===== src/design/sla_pkg.sv =====
// ----------------------------------------------------------------------------
// Sound level averager package
// Widths, codes and the full-scale mapping function shared by the averager.
// ----------------------------------------------------------------------------
`default_nettype none

package sla_pkg;

   // Ring depth must be a power of two so that the average is a shift.
   localparam int AVG_DEPTH   = 16;
   localparam int SAMPLE_BITS = 12;
   localparam int SLOT_BITS   = $clog2(AVG_DEPTH);
   localparam int SUM_BITS    = SAMPLE_BITS + SLOT_BITS;

   localparam int CSR_INDEX_BITS = 2;
   localparam int CSR_DATA_BITS  = 12;

   // Mapped outputs (dB and percent) are 7 bits wide.
   localparam int MAP_BITS  = 7;
   localparam int PROD_BITS = SAMPLE_BITS + MAP_BITS;
   localparam int REM_BITS  = SAMPLE_BITS + 1;

   localparam logic [SAMPLE_BITS-1:0] FULL_SCALE = {SAMPLE_BITS{1'b1}};
   localparam logic [MAP_BITS-1:0]    DB_LOW     = 7'd30;
   localparam logic [MAP_BITS-1:0]    DB_SPAN    = 7'd60;
   localparam logic [MAP_BITS-1:0]    PCT_SPAN   = 7'd100;
   localparam logic [SAMPLE_BITS-1:0] THRESHOLD_RESET = 12'd2000;

   typedef enum logic {
      KIND_TICK  = 1'b0,
      KIND_CLEAR = 1'b1
   } kind_type;

   typedef enum logic [CSR_INDEX_BITS-1:0] {
      CSR_SOUND_ENABLE    = 2'd0,
      CSR_POT_ENABLE      = 2'd1,
      CSR_SOUND_THRESHOLD = 2'd2
   } csr_index_type;

   // Divides a product by the full scale value (2^SAMPLE_BITS - 1). With
   // prod = hi * 2^N + lo we have prod = hi * FULL_SCALE + (hi + lo), and
   // hi + lo stays below twice the full scale, so one correction suffices.
   function automatic logic [MAP_BITS-1:0] div_full_scale(
      input logic [PROD_BITS-1:0] prod
   );
      logic [MAP_BITS-1:0] hi;
      logic [REM_BITS-1:0] rem;
      hi  = prod[PROD_BITS-1:SAMPLE_BITS];
      rem = {1'b0, prod[SAMPLE_BITS-1:0]} + REM_BITS'(hi);
      if (rem >= REM_BITS'(FULL_SCALE)) begin
         return hi + 1'b1;
      end
      return hi;
   endfunction

endpackage

`default_nettype wire


===== src/design/sound_level_averager_unit.sv =====
// ----------------------------------------------------------------------------
// Sound level averager unit
// Sixteen-sample moving average of a sound reading with peak hold, dB and
// threshold mapping, and a potentiometer reading mapped to percent.
// ----------------------------------------------------------------------------
//
// Usage:
//   A word on the req_ channel is either a sample tick (req_kind = KIND_TICK),
//   carrying one sound and one potentiometer reading, or a clear (KIND_CLEAR)
//   that zeroes the held peak. Every accepted word yields exactly one rsp_
//   word holding the current level, peak, dB value, threshold flag, pot value
//   and pot percent. Parts that are disabled in the csr_ registers keep their
//   last outputs; the threshold flag is low for clears and disabled ticks.
//
//   The accepting edge loads the first stage, which moves into the result
//   register when it advances and sets rsp_valid. Throughput is one word per
//   cycle while the receiver does not stall: the ring, the running sum and
//   the new average are updated as the word enters the first stage; the result
//   register updates the peak and maps the level and pot value with a constant
//   multiply and one correction.
//   Synchronous reset clears the sample ring, the running sum, all held
//   values and the valid flags of both pipeline stages; the threshold returns
//   to 2000 and both enables to zero. When the receiver stalls, the result
//   register holds and the first stage fills, after which req_ready drops
//   until rsp_ready rises. The csr_ channel is always ready and is written only
//   while the unit is idle, a rule on the user that the unit does not enforce.
`default_nettype none

module sound_level_averager_unit
   import sla_pkg::*;
(
   input  wire logic                      clock,
   input  wire logic                      reset,

   input  wire logic                      csr_valid,
   output logic                           csr_ready,
   input  wire logic [CSR_INDEX_BITS-1:0] csr_index,
   input  wire logic [CSR_DATA_BITS-1:0]  csr_wdata,

   input  wire logic                      req_valid,
   output logic                           req_ready,
   input  wire logic                      req_kind,
   input  wire logic [SAMPLE_BITS-1:0]    req_sound_sample,
   input  wire logic [SAMPLE_BITS-1:0]    req_pot_sample,

   output logic                           rsp_valid,
   input  wire logic                      rsp_ready,
   output logic [SAMPLE_BITS-1:0]         rsp_sound_level,
   output logic [SAMPLE_BITS-1:0]         rsp_sound_peak,
   output logic [MAP_BITS-1:0]            rsp_sound_db,
   output logic                           rsp_over_threshold,
   output logic [SAMPLE_BITS-1:0]         rsp_pot_value,
   output logic [MAP_BITS-1:0]            rsp_pot_percent
);

   // Configuration registers.
   logic                   sound_enable_ff;
   logic                   pot_enable_ff;
   logic [SAMPLE_BITS-1:0] sound_threshold_ff;

   // Averaging ring and running sum.
   logic [SAMPLE_BITS-1:0] ring_ff [AVG_DEPTH];
   logic [SLOT_BITS-1:0]   write_slot_ff;
   logic [SUM_BITS-1:0]    ring_sum_ff;
   logic [SUM_BITS-1:0]    ring_sum_in;

   // First stage.
   logic                   s1_valid_ff;
   logic                   s1_valid_in;
   logic                   s1_clear_ff;
   logic                   s1_sound_ff;
   logic                   s1_pot_ff;
   logic [SAMPLE_BITS-1:0] s1_level_ff;
   logic [SAMPLE_BITS-1:0] s1_pot_sample_ff;

   // Result register, which is also the held output state.
   logic                   rsp_valid_ff;
   logic                   rsp_valid_in;
   logic [SAMPLE_BITS-1:0] level_ff;
   logic [SAMPLE_BITS-1:0] peak_ff;
   logic [SAMPLE_BITS-1:0] peak_in;
   logic [MAP_BITS-1:0]    db_ff;
   logic                   over_ff;
   logic [SAMPLE_BITS-1:0] pot_ff;
   logic [MAP_BITS-1:0]    pct_ff;

   logic                   req_accept;
   logic                   s1_advance;
   logic                   sound_tick;
   logic [PROD_BITS-1:0]   db_prod;
   logic [PROD_BITS-1:0]   pct_prod;

   // ------------------------------------------------------------------------
   // Configuration port. Writes to an index beyond the list are dropped.
   // ------------------------------------------------------------------------
   assign csr_ready = 1'b1;

   always_ff @(posedge clock) begin
      if (reset) begin
         sound_enable_ff    <= 1'b0;
         pot_enable_ff      <= 1'b0;
         sound_threshold_ff <= THRESHOLD_RESET;
      end else if (csr_valid && csr_ready) begin
         unique case (csr_index)
            CSR_SOUND_ENABLE:    sound_enable_ff    <= csr_wdata[0];
            CSR_POT_ENABLE:      pot_enable_ff      <= csr_wdata[0];
            CSR_SOUND_THRESHOLD: sound_threshold_ff <= csr_wdata[SAMPLE_BITS-1:0];
            default: begin
            end
         endcase
      end
   end

   // ------------------------------------------------------------------------
   // Handshake. The first stage moves on whenever the result register is
   // empty or being drained, so a word can then enter in every cycle.
   // ------------------------------------------------------------------------
   assign s1_advance = s1_valid_ff && (!rsp_valid_ff || rsp_ready);
   assign req_ready  = !s1_valid_ff || s1_advance;
   assign req_accept = req_valid && req_ready;

   always_comb begin
      if (req_accept) begin
         s1_valid_in = 1'b1;
      end else if (s1_advance) begin
         s1_valid_in = 1'b0;
      end else begin
         s1_valid_in = s1_valid_ff;
      end

      if (s1_advance) begin
         rsp_valid_in = 1'b1;
      end else if (rsp_ready) begin
         rsp_valid_in = 1'b0;
      end else begin
         rsp_valid_in = rsp_valid_ff;
      end
   end

   always_ff @(posedge clock) begin
      if (reset) begin
         s1_valid_ff  <= 1'b0;
         rsp_valid_ff <= 1'b0;
      end else begin
         s1_valid_ff  <= s1_valid_in;
         rsp_valid_ff <= rsp_valid_in;
      end
   end

   // ------------------------------------------------------------------------
   // First stage: the new sample replaces the oldest ring entry, and the
   // running sum is corrected by the difference of the two.
   // ------------------------------------------------------------------------
   assign sound_tick  = req_accept && (req_kind == KIND_TICK) && sound_enable_ff;
   assign ring_sum_in = ring_sum_ff - SUM_BITS'(ring_ff[write_slot_ff])
                        + SUM_BITS'(req_sound_sample);

   always_ff @(posedge clock) begin
      if (reset) begin
         for (int i = 0; i < AVG_DEPTH; i++) begin
            ring_ff[i] <= '0;
         end
         write_slot_ff <= '0;
         ring_sum_ff   <= '0;
      end else if (sound_tick) begin
         ring_ff[write_slot_ff] <= req_sound_sample;
         write_slot_ff          <= write_slot_ff + 1'b1;
         ring_sum_ff            <= ring_sum_in;
      end
   end

   always_ff @(posedge clock) begin
      if (req_accept) begin
         s1_clear_ff      <= (req_kind == KIND_CLEAR);
         s1_sound_ff      <= (req_kind == KIND_TICK) && sound_enable_ff;
         s1_pot_ff        <= (req_kind == KIND_TICK) && pot_enable_ff;
         s1_pot_sample_ff <= req_pot_sample;
         // The level only matters when the sound path is enabled.
         s1_level_ff      <= sound_tick ? ring_sum_in[SUM_BITS-1:SLOT_BITS]
                                        : ring_sum_ff[SUM_BITS-1:SLOT_BITS];
      end
   end

   // ------------------------------------------------------------------------
   // Second stage: peak hold and the two linear mappings.
   // ------------------------------------------------------------------------
   assign db_prod  = PROD_BITS'(s1_level_ff) * PROD_BITS'(DB_SPAN);
   assign pct_prod = PROD_BITS'(s1_pot_sample_ff) * PROD_BITS'(PCT_SPAN);

   always_comb begin
      if (s1_clear_ff) begin
         peak_in = '0;
      end else if (s1_sound_ff && (s1_level_ff > peak_ff)) begin
         peak_in = s1_level_ff;
      end else begin
         peak_in = peak_ff;
      end
   end

   always_ff @(posedge clock) begin
      if (reset) begin
         level_ff <= '0;
         peak_ff  <= '0;
         db_ff    <= '0;
         over_ff  <= 1'b0;
         pot_ff   <= '0;
         pct_ff   <= '0;
      end else if (s1_advance) begin
         peak_ff <= peak_in;
         over_ff <= s1_sound_ff && (s1_level_ff > sound_threshold_ff);
         if (s1_sound_ff) begin
            level_ff <= s1_level_ff;
            db_ff    <= div_full_scale(db_prod) + DB_LOW;
         end
         if (s1_pot_ff) begin
            pot_ff <= s1_pot_sample_ff;
            pct_ff <= div_full_scale(pct_prod);
         end
      end
   end

   assign rsp_valid          = rsp_valid_ff;
   assign rsp_sound_level    = level_ff;
   assign rsp_sound_peak     = peak_ff;
   assign rsp_sound_db       = db_ff;
   assign rsp_over_threshold = over_ff;
   assign rsp_pot_value      = pot_ff;
   assign rsp_pot_percent    = pct_ff;

   // ------------------------------------------------------------------------
   // Assertions.
   // ------------------------------------------------------------------------
   a_clear_zeroes_peak: assert property (@(posedge clock) disable iff (reset)
      (s1_advance && s1_clear_ff) |=> (rsp_sound_peak == '0))
      else $error("clear word did not zero the held peak");

   a_level_tracks_sum: assert property (@(posedge clock) disable iff (reset)
      s1_valid_ff |-> (s1_level_ff == ring_sum_ff[SUM_BITS-1:SLOT_BITS]))
      else $error("staged level differs from the running sum average");

   a_db_range: assert property (@(posedge clock) disable iff (reset)
      (db_ff == '0) || ((db_ff >= DB_LOW) && (db_ff <= DB_LOW + DB_SPAN)))
      else $error("dB value outside its mapped range");

   a_pct_range: assert property (@(posedge clock) disable iff (reset)
      pct_ff <= PCT_SPAN)
      else $error("pot percent above full scale");

endmodule

`default_nettype wire

===== config.mk =====
export PLATFORM = sky130hd
export DESIGN_NAME = sound_level_averager_unit
export DESIGN_NICKNAME = d
export VERILOG_FILES = /design/src/design/sla_pkg.sv /design/src/design/sound_level_averager_unit.sv
export SDC_FILE = /design/constraint.sdc
export NUM_CORES = 1
export LEC_CHECK = 0
export ABC_AREA = 1
export BUFFER_PORTS_ARGS = -buffer_cell sky130_fd_sc_hd__buf_2
export CORE_ASPECT_RATIO = 1.25
export CORE_MARGIN = 2
export CORE_UTILIZATION = 40
export DETAILED_ROUTE_END_ITERATION = 6
export GPL_TIMING_DRIVEN = 1
export PLACE_DENSITY = 0.67
export SETUP_SLACK_MARGIN = 0.05
export SYNTH_ARGS = -nofsm -noshare
export SYNTH_HDL_FRONTEND = slang
export SYNTH_SLANG_ARGS = --single-unit
export TNS_END_PERCENT = 10

===== constraint.sdc =====
create_clock -name clock -period 5.47 [get_ports clock]
set_input_delay 0.547 -clock clock [delete_from_list [all_inputs] [get_ports clock]]
set_output_delay 0.547 -clock clock [all_outputs]
set_load 0.005 [all_outputs]

==> summary.md, run 1 <==
| Metric | Value |
|---|---|
| Synth Area per Inst | `9.22 um2` |
| Number of antenna violations at the first check in global routing | `2` |
| # DRC | `0` |
| Critical Path RT | `between 5 and 6 ns` |
| CTS buffer count | `35` |
| Vias in the first global route | `13000` |
| Worst path slowest cell | `fa_1` |
| Crit. End Element | `flip-flop` |
| Period Utilization, post-route | `93.0%` |
| Clock buffer depth | `3` |
| First DRT Iteration DRCs | `831` |
| Die width | `192 um` |
| RSZ-0062 raised after global routing | `yes` |
| Fillers | `between 4000 and 5000` |
| Critical path class | `reg2reg` |
| Clock transition at path regs | `0.06 ns` |
| Final hold violation count | `0` |
| Global-route usage over all layers | `18.4%` |
| Yosys reg bits | `310` |
| Synth Net Count | `between 2000 and 2500` |
| Mapped Area | `17600 um2` |
| # setup viols final | `0` |
| Slew @ Worst Pin | `0.934 ns` |
| Via count of the routed design | `between 10000 and 15000` |
| Max-cap viol count | `0` |
| Die H | `238 um` |
| EDFF count, synth | `219` |
| Net count, final | `2210` |
| Cells after Synth | `1909` |
| Outcome | `completed` |
| Pin count of the biggest net entering global routing | `63` |
| Minimum clock period | `around 5 ns` |
| Hold buffer count at CTS | `0` |
| IO Count | `just under 100` |
| WL final | `41800 um` |
| Most common cell after layout, fill and taps aside | `inv_1` |
| CTS Root Cell | `clkbuf_16` |
| Die ar. | `45700 um2` |
| Clock tree from TritonCTS | `yes` |
| Synth Warn # | `0` |
| Row Count | `between 80 and 90` |
| Core Area | `~43000 um2` |
| Final GP Congestion | `around 0.87` |
| Async SR Flop Fraction | `0%` |
| Skew final | `0.0234 ns` |
| Path depth of the worst reg2reg path | `30` |
| Worst Path Max Fanout | `6` |
| Synth-to-layout area growth | `14.7%` |
| P per Cell Area | `327 nW/um2` |
| Htree depth | `2` |
| Placed Cells incl. Taps | `2522` |
| WL/cell | `16.1 um` |
| Clock Sink Count | `310` |
| Max IR drop VDD | `0.227 mV` |
| Via/cell ratio | `5.04` |
| First-pass GRT wire length | `around 67000 um` |
| Maximum clock rate | `197 MHz` |
| Clk_lat worst skew | `0.53 ns` |
| ANT nets after route | `0` |
| Top FF cell, synth | `edfxtp_1` |
| Leak Pwr | `8.75 nW` |
| Total gr overflow | `0` |
| Commonest non-fill, non-tap cells in the layout | `inv_1 (273), nor2_1 (247), edfxtp_1 (219), nand2_1 (203), a21oi_1 (156)` |
| WHS Path Cells | `1` |
| Post-synthesis cell type count | `51` |
| DP HPWL | `30200 um` |
| Final cell count without fillers | `between 2000 and 3000` |
| PortBufs | `96` |
| Min-delay worst type | `in2reg` |
| Tot Pwr | `6.61 mW` |
| Rel. slew slack | `37.7%` |
| CP startpoint kind | `flip-flop` |
| Share of layout cells above drive strength 1 | `12.9%` |
| DRT Pass-1 Iters | `6` |
| Critical Path AT | `5.49 ns` |
| Fin. max-slew vios | `0` |
| Initial core utilization | `40.6%` |
| Register area share after synthesis | `47.7%` |
| Setup TNS | `0 ns` |
| Slowest stage delay, CP | `between 0.5 and 0.6 ns` |
registers in the layout, summed over array words and instances, names as in the netlist, named ones only:
name	count
s1_level_ff	12
s1_clear_ff	1
ring_sum_ff	16
ring_ff	192
sound_enable_ff	1
sound_threshold_ff	12
rsp_sound_db	7
s1_pot_sample_ff	12
rsp_sound_peak	12
rsp_pot_percent	7
rsp_pot_value	12
rsp_over_threshold	1
rsp_sound_level	12
write_slot_ff	4
s1_pot_ff	1
s1_valid_ff	1
pot_enable_ff	1
rsp_valid	1
s1_sound_ff	1
final timing paths:
path	startpoint	end	slack (ns)
setup / recovery	s1_level_ff[2]$_DFFE_PP_	rsp_sound_db[3]$_SDFFE_PP0P_	0.38
hold / removal	req_pot_sample[1]	s1_pot_sample_ff[1]$_DFFE_PP_	0.20
setup reg to reg	s1_level_ff[2]$_DFFE_PP_	rsp_sound_db[3]$_SDFFE_PP0P_	0.38
hold reg to reg	rsp_pot_value[0]$_SDFFE_PP0P_	rsp_pot_value[0]$_SDFFE_PP0P_	0.46
synth_stat cells, types with 14 or more instances:
cell type | number | area (um2)
o211ai_1 | 56 | 420
ha_1 | 116 | 1450
nor2_1 | 248 | 931
nand2_1 | 206 | 773
a21oi_1 | 157 | 786
o21ai_0 | 126 | 631
inv_1 | 282 | 1060
nand3_1 | 60 | 300
nand4_1 | 14 | 87.6
fa_1 | 42 | 841
clkbuf_1 | 77 | 289
dfxtp_1 | 91 | 1820
mux2i_1 | 48 | 480
xor2_1 | 20 | 175
edfxtp_1 | 219 | 6580
critical path: cells and delay by family, from the launching register on:
family          cells  cell delay, ns
flops               1            0.44
simple gates       17            1.59
fa+ha+maj           6            2.26
buf+inv             4            0.26
compound gates      3            0.43
through the flow:
step	utilization, %	hold slack (ns)	setup slack (ns)	cell area (um2)
after floorplan	-	0.430	0.532	17600
after global placement	43.4	0.441	0.167	18800
after detailed placement	43.4	0.451	0.0677	18800
after global routing	46.6	0.184	-0.0156	20200
after CTS	46.0	0.171	0.0613	19900
final	46.6	0.199	0.382	20200
report_power, final:
group / internal, mW / switching, mW
Combinational: 0.625 / 1.01
Clock: 1.38 / 0.956
Sequential: 2.60 / 0.0432
Total: 4.60 / 2.01
repair_timing:
item | in CTS | in global routing
endpoints found under the setup margin | 0 | 13
resized for setup | 0 | 35
hold endpoints to repair | 0 | 0
setup buffers | 0 | 14
metal layers:
layer | up-vias | part of all wire [%] | GRT usage [%]
li1 | 6599 | - | -
met1 | 6171 | 44 | 23.1
met2 | 279 | 49 | 32.0
met3 | 78 | 4.4 | 2.31
met4 | 0 | 3.4 | 7.06
met5 | - | 0 | 0
logic make-up after synthesis:
family | synth area share [%]
simple gates | 13.9
compound gates | 12.7
buf+inv | 8.28
flops | 47.7
fa+ha+maj | 13.0
mux | 2.73
xor+xnor | 1.59
other cells | 0.0213
final cells by class:
class / instances / area, um2 / area share, %
inverters: 298 / 1130 / 5.58
repair buffers: 150 / 898 / 4.45
well taps: 565 / 707 / 3.50
diodes: 2 / 5.00 / 0.0248
flip-flops and latches: 310 / 8400 / 41.6
multi-input cells: 1213 / 7900 / 39.1
clock buffers: 54 / 1080 / 5.37
clock inverters: 10 / 67.6 / 0.335
Power figures use the tool's default switching activity.
==> inputs of run 2 (changes only) <==
--- a/config.mk
+++ b/config.mk
@@ -9,10 +9,10 @@
 export BUFFER_PORTS_ARGS = -buffer_cell sky130_fd_sc_hd__buf_2
 export CORE_ASPECT_RATIO = 1.25
 export CORE_MARGIN = 2
-export CORE_UTILIZATION = 40
+export CORE_UTILIZATION = 50
 export DETAILED_ROUTE_END_ITERATION = 6
 export GPL_TIMING_DRIVEN = 1
-export PLACE_DENSITY = 0.67
+export PLACE_DENSITY = 0.78
 export SETUP_SLACK_MARGIN = 0.05
 export SYNTH_ARGS = -nofsm -noshare
 export SYNTH_HDL_FRONTEND = slang
==> run 2 against run 1 <==
Net effect:
- global-route usage up 5.3 points
- critical path depth up 1
- sequential power about the same
- fmax down 3.5%
- clock power down 4%
- register-to-register slack worse by 0.18 ns
- non-clock buffer count up 12
- routed wire length up 4.7%
- final cell count down 3.4%
- via count up 4.9%
- total power up 0.47%
- clock-buffer cell count down 15
- largest power group unchanged
- highest routed layer unchanged
==> summary.md, run 2 (synthesis results as in run 1) <==
| Metric | Value |
|---|---|
| Commonest non-fill, non-tap cells in the layout | `inv_1 (270), nor2_1 (245), edfxtp_1 (219), nand2_1 (197), a21oi_1 (156)` |
| First-pass GRT wire length | `68200 um` |
| Skew final | `approximately 0.016 ns` |
| Worst path slowest cell | `fa_2` |
| DP HPWL | `just over 30000 um` |
| Fillers | `2925` |
| Rel. slew slack | `37.0%` |
| Final GP Congestion | `0.932` |
| Clock tree from TritonCTS | `yes` |
| Net count, final | `about 2200` |
| Maximum clock rate | `190 MHz` |
| Multi-input gate area in the final layout | `slightly below 8000 um2` |
| Final hold violation count | `0` |
| Worst hold slack | `~0.15 ns` |
| Clock buffer depth | `3` |
| Pre-CTS setup slack | `approximately 0.13 ns` |
| Via/cell ratio | `5.48` |
| Critical Path AT | `5.70 ns` |
| Clk_lat worst skew | `around 0.58 ns` |
| Die ar. | `36700 um2` |
| Crit. End Element | `flip-flop` |
| Util after Layout | `approximately three fifths` |
| Slew @ Worst Pin | `~0.94 ns` |
| Final worst slack | `0.197 ns` |
| Worst Path Max Fanout | `4` |
| Vias in the first global route | `13400` |
| Outcome | `completed` |
| Sequential Area | `8400 um2` |
| Die H | `214 um` |
| # DRC | `0` |
| Hold buffer count at CTS | `0` |
| Htree depth | `1` |
| Slowest stage delay, CP | `slightly below 0.6 ns` |
| WL/cell | `17.4 um` |
| CTS Root Cell | `clkbuf_16` |
| Fin. max-slew vios | `0` |
| Largest register by flop count | `ring_ff` |
| Max FFs per register | `192` |
| Max IR drop VDD | `0.313 mV` |
| Biggest regs | `ring_ff: 192 flops, ring_sum_ff: 16 flops` |
| IO Count | `98` |
| First DRT Iteration DRCs | `1103` |
| CTS buffer count | `31` |
| Via count of the routed design | `about 14000` |
| Minimum clock period | `5.27 ns` |
| CP startpoint kind | `flip-flop` |
| PortBufs | `96` |
| Leak Pwr | `8.80 nW` |
| Initial core utilization | `between 50% and 60%` |
| Share of layout cells above drive strength 1 | `between 10 and 15%` |
| Critical path class | `reg2reg` |
| ANT nets after route | `0` |
| Row Count | `76` |
| Max-cap viol count | `0` |
| WL final | `43800 um` |
| Clock Sink Count | `310` |
| RSZ-0062 raised after global routing | `yes` |
| Min-delay worst type | `in2reg` |
| Synth-to-layout area growth | `14.5%` |
| Global-route usage over all layers | `23.6%` |
| DRT Pass-1 Iters | `7` |
| Top cell by count, worst path | `nand2_2` |
| # setup viols final | `0` |
| Critical Path RT | `5.90 ns` |
| Total gr overflow | `0` |
| Most common cell after layout, fill and taps aside | `inv_1` |
| Core Area | `34600 um2` |
| Pin count of the biggest net entering global routing | `between 70 and 80` |
| Die width | `172 um` |
| Period Utilization, post-route | `96.4%` |
| P per Cell Area | `~330 nW/um2` |
| Clock transition at path regs | `0.07 ns` |
| Number of antenna violations at the first check in global routing | `4` |
-- run 2: worst paths after layout --
| kind | from | end | slack, ns | depth (start not counted) |
|---|---|---|---|---|
| setup / recovery | s1_level_ff[2]$_DFFE_PP_ | rsp_sound_db[5]$_SDFFE_PP0P_ | 0.20 | 31 |
| hold / removal | req_pot_sample[1] | s1_pot_sample_ff[1]$_DFFE_PP_ | 0.15 | 1 |
| setup reg to reg | s1_level_ff[2]$_DFFE_PP_ | rsp_sound_db[5]$_SDFFE_PP0P_ | 0.20 | 31 |
| hold reg to reg | sound_threshold_ff[3]$_SDFFE_PP0P_ | sound_threshold_ff[3]$_SDFFE_PP0P_ | 0.47 | 2 |
-- run 2: where the power goes --
part           leakage [nW]  switching, mW  internal (mW)
clock network         0.516          0.909           1.32
registers              2.99         0.0458           2.60
logic                  5.29           1.09          0.676
-- run 2: through the flow --
stage                     TNS (ns)  area (um2)  total power, mW  instances
after global placement           0       18600             4.19       2421
after global routing       -0.0426       20200             6.97       2514
final                            0       20200             6.64       2514
after floorplan                  0       17600             3.82       1909
after detailed placement         0       18600             4.23       2421
after CTS                        0       19700             6.45       2480
-- run 2: routing by layer --
| metal | wire (um) | share of wire [%] | vias to the layer above | global-route usage, % |
|---|---|---|---|---|
| li1 | - | - | 6611 | - |
| met1 | 17100 | 39 | 6537 | 28.8 |
| met5 | 0 | 0 | - | 0 |
| met3 | 2720 | 6.2 | 105 | 2.73 |
| met2 | 22200 | 51 | 523 | 42.0 |
| met4 | 1770 | 4.0 | 0 | 10.9 |
-- run 2: area by class of cell --
class / instances / share of cell area, %
well taps: 468 / 2.91
diodes: 4 / 0.0497
inverters: 298 / 5.59
clock buffers: 39 / 4.15
multi-input cells: 1214 / 39.5
clock inverters: 19 / 1.18
repair buffers: 162 / 4.94
flip-flops and latches: 310 / 41.7
-- run 2: worst max-delay path, delay by kind of cell (launching register included) --
kind,cells,cell delay [ns]
AND/OR/NAND/NOR,17,1.58
AO/OA/AOI/OAI,3,0.45
adder cells (fa/ha/maj),6,2.16
flip-flops,1,0.46
buffers and inverters,5,0.48
-- run 2: timing repair --
| action | in CTS | in global routing |
|---|---|---|
| setup endpoints to repair | 1 | 14 |
| pin swaps | 0 | 22 |
| hold endpoints to repair | 0 | 0 |
| buffers inserted | 1 | 29 |
| gates resized for setup | 1 | 60 |
| gates cloned | 0 | 1 |
